--- src/mrc_pkg.sv ---
// ----------------------------------------------------------------------------
// mrc_pkg
// Shared types and constants of the Modbus RTU read-response checker.
// ----------------------------------------------------------------------------
package mrc_pkg;

	localparam int MAX_REGS = 64;
	localparam int WIDX_W   = $clog2(MAX_REGS);

	localparam logic [15:0] CRC_INIT  = 16'hFFFF;
	localparam logic [15:0] CRC_POLY  = 16'hA001;
	localparam logic [7:0]  FUNC_READ = 8'h03;
	localparam logic [7:0]  EXC_FLAG  = 8'h80;

	localparam logic REG_SLAVE_ADDR = 1'b0;
	localparam logic REG_EXP_REGS   = 1'b1;

	typedef enum logic [2:0] {
		ST_OK        = 3'd0,
		ST_ADDR_ERR  = 3'd1,
		ST_EXCEPTION = 3'd2,
		ST_BAD_FUNC  = 3'd3,
		ST_COUNT_ERR = 3'd4,
		ST_CRC_ERR   = 3'd5,
		ST_TIMEOUT   = 3'd6
	} status_t;

	typedef enum logic [3:0] {
		PH_DONE   = 4'd0,
		PH_ADDR   = 4'd1,
		PH_FUNC   = 4'd2,
		PH_COUNT  = 4'd3,
		PH_DATA   = 4'd4,
		PH_CRCLO  = 4'd5,
		PH_CRCHI  = 4'd6,
		PH_EXCODE = 4'd7,
		PH_XCRCLO = 4'd8,
		PH_XCRCHI = 4'd9
	} phase_t;

	typedef enum logic [1:0] {
		S_WAIT = 2'd0,
		S_CRC  = 2'd1,
		S_RD   = 2'd2,
		S_LD   = 2'd3
	} ctl_state_t;

	// Commands from the controller to the datapath.
	typedef struct packed {
		logic accept;
		logic crc_shift;
		logic rd_issue;
		logic load_word;
	} dp_cmd_t;

	// Status from the datapath to the controller.
	typedef struct packed {
		logic upd_crc;
		logic emit;
		logic crc_last;
		logic last_word;
		logic out_busy;
	} dp_sts_t;

endpackage

--- src/mrc_dp.sv ---
// ----------------------------------------------------------------------------
// mrc_dp
// Datapath: frame parsing, running CRC, word buffer and the output register.
// ----------------------------------------------------------------------------
module mrc_dp
	import mrc_pkg::*;
(
	input  logic              clk,
	input  logic              arst_n,
	input  dp_cmd_t           cmd,
	output dp_sts_t           sts,
	input  logic              in_cmd,
	input  logic [7:0]        in_byte,
	input  logic [7:0]        slave_address,
	input  logic [6:0]        expected_regs,
	input  logic              out_ready,
	output logic              out_valid,
	output logic [2:0]        out_status,
	output logic [15:0]       out_word,
	output logic [WIDX_W-1:0] out_index,
	output logic              out_last
);

	phase_t            phase_q;
	logic [15:0]       crc_q;
	logic [7:0]        cnt_q;
	logic [7:0]        high_q;
	logic [7:0]        crc_lo_q;
	logic [7:0]        exc_q;
	logic [6:0]        frame_regs_q;
	logic [2:0]        bit_cnt_q;
	logic [WIDX_W-1:0] rd_idx_q;
	logic [15:0]       rdata_q;
	logic [15:0]       mem [MAX_REGS];

	// Decisions taken on the item being accepted.
	phase_t      phase_nxt;
	logic        res_load;
	status_t     res_status;
	logic [15:0] res_word;
	logic        upd_crc;
	logic        emit;
	logic        count_bad;
	logic        crc_match;
	logic [7:0]  cnt_inc;
	logic        wr_word;

	assign cnt_inc   = cnt_q + 8'd1;
	assign crc_match = ({in_byte, crc_lo_q} == crc_q);
	assign count_bad = (expected_regs == 7'd0) || (expected_regs > 7'(MAX_REGS)) ||
		(in_byte != {expected_regs[6:0], 1'b0});
	assign wr_word   = cmd.accept && !in_cmd && (phase_q == PH_DATA) && cnt_q[0];

	always_comb begin
		phase_nxt  = phase_q;
		res_load   = 1'b0;
		res_status = ST_OK;
		res_word   = 16'h0000;
		upd_crc    = 1'b0;
		emit       = 1'b0;
		if (in_cmd) begin
			phase_nxt  = PH_ADDR;
			res_load   = (phase_q != PH_DONE);
			res_status = ST_TIMEOUT;
		end else begin
			case (phase_q)
				PH_ADDR: begin
					if (in_byte != slave_address) begin
						phase_nxt  = PH_DONE;
						res_load   = 1'b1;
						res_status = ST_ADDR_ERR;
					end else begin
						upd_crc   = 1'b1;
						phase_nxt = PH_FUNC;
					end
				end
				PH_FUNC: begin
					upd_crc = 1'b1;
					if (in_byte == (FUNC_READ | EXC_FLAG)) begin
						phase_nxt = PH_EXCODE;
					end else if (in_byte == FUNC_READ) begin
						phase_nxt = PH_COUNT;
					end else begin
						phase_nxt  = PH_DONE;
						res_load   = 1'b1;
						res_status = ST_BAD_FUNC;
					end
				end
				PH_COUNT: begin
					if (count_bad) begin
						phase_nxt  = PH_DONE;
						res_load   = 1'b1;
						res_status = ST_COUNT_ERR;
					end else begin
						upd_crc   = 1'b1;
						phase_nxt = PH_DATA;
					end
				end
				PH_DATA: begin
					upd_crc = 1'b1;
					if (cnt_inc >= {frame_regs_q, 1'b0}) begin
						phase_nxt = PH_CRCLO;
					end
				end
				PH_CRCLO: begin
					phase_nxt = PH_CRCHI;
				end
				PH_CRCHI: begin
					phase_nxt = PH_DONE;
					if (!crc_match) begin
						res_load   = 1'b1;
						res_status = ST_CRC_ERR;
					end else begin
						emit = 1'b1;
					end
				end
				PH_EXCODE: begin
					upd_crc   = 1'b1;
					phase_nxt = PH_XCRCLO;
				end
				PH_XCRCLO: begin
					phase_nxt = PH_XCRCHI;
				end
				PH_XCRCHI: begin
					phase_nxt = PH_DONE;
					res_load  = 1'b1;
					if (!crc_match) begin
						res_status = ST_CRC_ERR;
					end else begin
						res_status = ST_EXCEPTION;
						res_word   = {8'h00, exc_q};
					end
				end
				default: begin
					phase_nxt = PH_DONE;
				end
			endcase
		end
	end

	assign sts.upd_crc   = upd_crc && !in_cmd;
	assign sts.emit      = emit;
	assign sts.crc_last  = (bit_cnt_q == 3'd7);
	assign sts.last_word = ({1'b0, rd_idx_q} + 7'd1 == frame_regs_q);
	assign sts.out_busy  = out_valid;

	always_ff @(posedge clk or negedge arst_n) begin
		if (!arst_n) begin
			phase_q      <= PH_DONE;
			crc_q        <= CRC_INIT;
			cnt_q        <= 8'd0;
			high_q       <= 8'd0;
			crc_lo_q     <= 8'd0;
			exc_q        <= 8'd0;
			frame_regs_q <= 7'd0;
			bit_cnt_q    <= 3'd0;
			rd_idx_q     <= '0;
		end else begin
			if (cmd.accept) begin
				phase_q   <= phase_nxt;
				bit_cnt_q <= 3'd0;
				if (in_cmd) begin
					crc_q        <= CRC_INIT;
					cnt_q        <= 8'd0;
					high_q       <= 8'd0;
					crc_lo_q     <= 8'd0;
					exc_q        <= 8'd0;
					frame_regs_q <= 7'd0;
				end else begin
					if (upd_crc) begin
						crc_q <= crc_q ^ {8'h00, in_byte};
					end
					case (phase_q)
						PH_COUNT: begin
							if (!count_bad) begin
								frame_regs_q <= expected_regs;
								cnt_q        <= 8'd0;
							end
						end
						PH_DATA: begin
							cnt_q <= cnt_inc;
							if (!cnt_q[0]) begin
								high_q <= in_byte;
							end
						end
						PH_CRCLO, PH_XCRCLO: begin
							crc_lo_q <= in_byte;
						end
						PH_EXCODE: begin
							exc_q <= in_byte;
						end
						default: begin
							cnt_q <= cnt_q;
						end
					endcase
				end
				if (emit) begin
					rd_idx_q <= '0;
				end
			end
			// One polynomial step per cycle; eight steps finish the byte.
			if (cmd.crc_shift) begin
				crc_q     <= crc_q[0] ? ((crc_q >> 1) ^ CRC_POLY) : (crc_q >> 1);
				bit_cnt_q <= bit_cnt_q + 3'd1;
			end
			if (cmd.load_word) begin
				rd_idx_q <= rd_idx_q + 1'b1;
			end
		end
	end

	always_ff @(posedge clk) begin
		if (wr_word) begin
			mem[cnt_q[WIDX_W:1]] <= {high_q, in_byte};
		end
		if (cmd.rd_issue) begin
			rdata_q <= mem[rd_idx_q];
		end
	end

	// Output register.
	always_ff @(posedge clk or negedge arst_n) begin
		if (!arst_n) begin
			out_valid <= 1'b0;
		end else if ((cmd.accept && res_load) || cmd.load_word) begin
			out_valid <= 1'b1;
		end else if (out_ready) begin
			out_valid <= 1'b0;
		end
	end

	always_ff @(posedge clk) begin
		if (cmd.accept && res_load) begin
			out_status <= res_status;
			out_word   <= res_word;
			out_index  <= '0;
			out_last   <= 1'b1;
		end else if (cmd.load_word) begin
			out_status <= ST_OK;
			out_word   <= rdata_q;
			out_index  <= rd_idx_q;
			out_last   <= sts.last_word;
		end
	end

endmodule

--- config.mk ---
export PLATFORM = sky130hd
export DESIGN_NAME = mrc_dp
export DESIGN_NICKNAME = d
export VERILOG_FILES = /design/src/mrc_pkg.sv /design/src/mrc_dp.sv
export SDC_FILE = /design/constraint.sdc
export NUM_CORES = 1
export LEC_CHECK = 0
export ABC_AREA = 1
export BUFFER_PORTS_ARGS = -buffer_cell sky130_fd_sc_hd__buf_4
export CORE_MARGIN = 2
export CORE_UTILIZATION = 30
export DETAILED_ROUTE_END_ITERATION = 8
export SLEW_MARGIN = 5
export SYNTH_ARGS = -nofsm -noshare
export SYNTH_HDL_FRONTEND = slang
export SYNTH_SLANG_ARGS = --single-unit
--- constraint.sdc ---
create_clock -name clk -period 2.77 [get_ports clk]
set_input_delay 0.554 -clock clk [delete_from_list [all_inputs] [get_ports clk]]
set_output_delay 0.554 -clock clk [all_outputs]
set_load 0.1 [all_outputs]
Yosys cells after proc, flatten, opt, wreduce, memory -nomap -nowiden:

Memories as Yosys holds them, arrays and structs flattened. A register that Yosys moved wholly into a read port is not among the register bits.
Cells that the tools add are included.

* memories: 1
* bits in registers: 95
* bits in writable memories: 1024
* output and inout bits: 32

* bitwise operators: 2
* add/sub/neg operators: 4
* equality and inequality tests: 20
* reduce and logical (&&, ||, !) cells: 32
* magnitude comparators: 2
* mux-type cells: 63

Memory list
* mem: words 64, bits a word 16, read ports 1, clocked after Yosys merged registers in 1, write ports 1, RTL line mrc_dp.sv:34 `logic [15:0] mem [MAX_REGS];`

Operators by type and width (number)
* two-way mux 16 bit: 8
* two-way mux 8 bit: 11
* two-way mux 3 bit: 10
* one-hot mux 4 bit (7 select lines): 1
* two-way mux 7 bit: 3
* two-way mux 6 bit: 3
* nonzero test 2 bit: 9
* two-way mux 1 bit: 17
* == test 16 bit: 1
* == test 4 x 3 -> 1 bit, second input constant: 4
* inequality test 8 bit: 2
* one-hot mux 8 bit (2 select lines): 1
* XOR 16 x 8 -> 16 bit: 1
* one-hot mux 3 bit (5 select lines): 1
* AND reduction 2 bit: 5
* AND reduction 3 bit: 3
* adder 8 x 1 -> 8 bit, second input constant: 1
* == test 4 x 2 -> 1 bit, second input constant: 2
* == test 4 bit, second input constant: 2
* == test 8 x 2 -> 1 bit, second input constant: 1
* == test 8 bit, second input constant: 1
* greater-or-equal comparator 8 bit: 1
* two-way mux 2 bit: 4
* two-way mux 4 bit: 2
* 21 further kinds: 29

Logic depth before layout (Yosys ltp):

* depth in word-level cells: 10
* gate-level depth with buffers: 14
* mapped depth without buffers: 14

Worst setup path before layout:

No wires, ideal clock.

* kind: input port to output port
* from: input port in_byte[7]
* to: output port sts[4] (netlist name)
* data arrival time: 2.824 ns
* cell stages on the path: 6
* setup slack: -0.608 ns
* cells stage by stage: buf_2 > xnor2_1 > nand2_1 > nor2_1 > nand3_1 > a31oi_1

RTL lines
* start, declared: RTL line mrc_dp.sv:13 `input logic [7:0] in_byte,`
* end, declared: RTL line mrc_dp.sv:11 `output dp_sts_t sts,`

==> impl_results.md <==
- Clock-pin slew on the worst setup and hold paths: 70 ps
- Finished Layout Cells: 6,078
- RSZ-0062 raised after global routing: yes
- Post-Syn Area: 46,400 um^2
- CTS sink cnt: 1,135
- GRT Overall Usage: 16.5%
- Cell row count: 144
- Die Y: 397 um
- Placer congestion estimate: 0.907
- PwrDens: 893 nW/um^2
- Core area: 154,000 um^2
- Sequential fraction of the synthesis area: 72.6%
- Worst Hold Slack: 113 ps
- WP data required: 2220 ps
- Failing checks: setup timing
- Setup TNS: -336 ps
- CTS root buffer: clkbuf_16
- Worst setup EP type: output port
- GRT overflow: 0
- Maximum vdd ir drop: 0.000716 V
- Die Width: 397 um
- Cell variety after synth: 54
- Post-synth top area share: 68.6%
- Layout Nets: 3,977
- Initial DRC count: 3,528
- Top post-synthesis cells by area: edfxtp_1 69%, nor2_1 5.3%, o21ai_0 4.3%
- Post-synth top area cell: edfxtp_1
- Slowest cell on the critical path: dfrtp_4
- Largest net degree at the start of global routing: 81
- Max Clock Skew: 27.9 ps
- Placement Cell Area: 50,400 um^2
- # IOs: 63
- Min Tclk post-route: 2910 ps
- Top_reg_cell synth: edfxtp_1
- Status: finished, violations left
- Final setup viols: 3
- Mean post-synth cell area: 12.4 um^2
- Cell area after layout: 54,700 um^2
- Crit share post-route: 105%
- Wire per inst: 22.0 um
- CTS tree: done
- Crit Path Max Fanout: 5
- Max-slew violation count: 0
- Vias per cell: 5.12
- Initial antenna violation count: 2
- DRC: 0
- Num CTS Buffers: 116
- Layout cells sized above 1: 14.6%
- Worst setup path class: flip-flop to output port
- Final WS setup: -138 ps
- Max incr delay on CP: 480 ps
- Number of enable-type register cells in the synthesized netlist: 1,059
- Fillcell total: 14,800
- Die area: 158,000 um^2
- Syn nets: 3,792
- Final Hold Viols: 0
- Tot Pwr: 48.8 mW
- Vias: 31,100
- Lkg Pwr: 18.6 nW
- Worst Path Arrival: 2350 ps
- Startpoint types: flip-flop
- CP cell instances: ha_4 -> nand4_1 -> buf_4 -> nor2_1 -> nor2_1 -> nor3_2 -> nand3_1 -> clkinv_2 -> buf_12
- Post-layout util: 35.5%
- CTS H-tree depth: 3
- Number of global-route vias before repair: 29,800
- FFs w/ async S/R, synth: 6.08%
- Starting Density: 30.1%
- IO Port Bufs: 62
- DRT Pass-1 Iters: 7
- Dpl ws: 173 ps
- Seq cells post-synth: 1,135
- Worst-Skew Late Latency: 720 ps
- Cell mode on critical path: nor2_1
- Worst-margin pin slew: 935 ps
- First-pass GRT wire length: 197,000 um
- Post-placement cell count: 5,825
- DRT Wirelength: 134,000 um
- Relative slew margins: 37.7%
- CTS max path bufs: 3
- DP HPWL: 79,700 um
- Synthesized instance count: 3,750
- Synth warnings: 0
- Hold crit path type: primary input to flip-flop
- Area grow syn2layout: 17.9%
- Max Cap Viol: 0
- Fmax: 0.344 GHz
- Post-route ant nets: 0
==> cells in the final DEF (no fill, tap or decap), types with 5 or more instances in the layout <==
master,n
dfstp_2,16
xnor2_1,9
xor2_1,10
dfrtp_1,40
clkinvlp_4,6
a21oi_2,7
nand2_2,16
clkbuf_16,117
buf_4,261
o22ai_1,70
clkbuf_1,16
o21ai_1,127
ha_1,10
nor2_4,5
dfxtp_1,7
o221ai_1,80
o21ai_0,396
bufinv_16,13
nand3_1,205
nor3_2,5
nor3_4,5
edfxtp_1,1059
clkinv_1,35
nor2_1,648
o211ai_1,128
inv_2,14
a21oi_1,55
nand4_1,14
clkinv_2,21
inv_1,92
dfrtp_2,10
a22oi_1,7
nand2_1,420
buf_12,46
==> kinds of logic after synthesis <==
group,count (synthesis),share of synthesized area (%)
AND/OR/NAND/NOR,1338,11.8
AO/OA/AOI/OAI,889,11.4
buffers and inverters,356,3.52
flip-flops,1135,72.6
XOR/XNOR,21,0.426
adder cells (fa/ha/maj),11,0.297
==> path summary, 6_finish.rpt <==
check	startpoint	to	slack (ps)	depth (start not counted)
setup / recovery	rd_idx_q[0]	sts[1]	-140	9
hold / removal	out_ready	out_valid	110	4
setup reg to reg	crc_q[0]	crc_q[0]	-110	21
hold reg to reg	out_last	out_last	480	2
max in group asynchronous	arst_n	crc_q[1]	1610	3
min in group asynchronous	arst_n	exc_q[5]	410	2
==> flip-flops by register name (all words and copies together) (netlist names), 4 cells and up <==
name	count
mem	1024
crc_q	16
out_word	16
rdata_q	16
cnt_q	8
crc_lo_q	8
exc_q	8
high_q	8
frame_regs_q	7
out_index	6
rd_idx_q	6
phase_q	4
==> synthesized netlist by cell type (5+ instances only) <==
| cell | n |
|---|---|
| edfxtp_1 | 1059 |
| nor2_1 | 651 |
| nand2_1 | 427 |
| o21ai_0 | 396 |
| nand3_1 | 207 |
| o211ai_1 | 128 |
| o21ai_1 | 127 |
| clkbuf_1 | 100 |
| inv_1 | 97 |
| buf_2 | 87 |
| o221ai_1 | 80 |
| o22ai_1 | 71 |
| a21oi_1 | 55 |
| dfrtp_1 | 53 |
| buf_4 | 24 |
| buf_1 | 17 |
| dfstp_2 | 16 |
| nand4_1 | 14 |
| ha_1 | 11 |
| inv_2 | 10 |
| nand2_2 | 10 |
| nor3_1 | 10 |
| xnor2_1 | 10 |
| xor2_1 | 10 |
| a22oi_1 | 8 |
| a21oi_2 | 7 |
| buf_6 | 7 |
| dfxtp_1 | 7 |
| clkbuf_2 | 5 |
| clkinv_1 | 5 |
==> power breakdown <==
group          internal, mW  total (mW)  switching, mW
clock network          8.98        15.6           6.64
registers              19.5        20.1          0.606
logic                  3.86        13.1           9.26
==> critical path, delay by kind of cell, from the launching register on <==
family                     cells  cell delay (ps)
and+or+nand+nor                5              510
adders and majority gates      1              180
DFF                            1              480
buffers and inverters          3              480
==> area by class of cell <==
| type | instances | area [um^2] | area share, % |
|---|---|---|---|
| diodes | 1 | 2.50 | 0.00458 |
| clock buffers | 134 | 3000 | 5.49 |
| clock inverters | 82 | 807 | 1.48 |
| inverters | 114 | 459 | 0.840 |
| multi-input cells | 2259 | 11200 | 20.5 |
| flip-flops and latches | 1135 | 33700 | 61.7 |
| well taps | 2044 | 2560 | 4.68 |
| repair buffers | 309 | 2900 | 5.31 |
==> metal layers <==
layer	vias to the layer above	GRT usage (%)	part of all wire (%)
li1	14100	-	-
met4	4	5.61	3.3
met1	15600	21.9	41
met3	244	2.75	7.3
met5	-	0	0.019
met2	1230	27.4	48
==> timing repair <==
| item | CTS | global route |
|---|---|---|
| setup endpoints to repair | 3 | 92 |
| hold endpoints to repair | 39 | 0 |
| buffers inserted | 33 | 3 |
| pin swaps | 14 | 14 |
| gates resized for setup | 25 | 24 |
| hold buffers | 1 | 0 |
(Power assumes the default switching activity.)
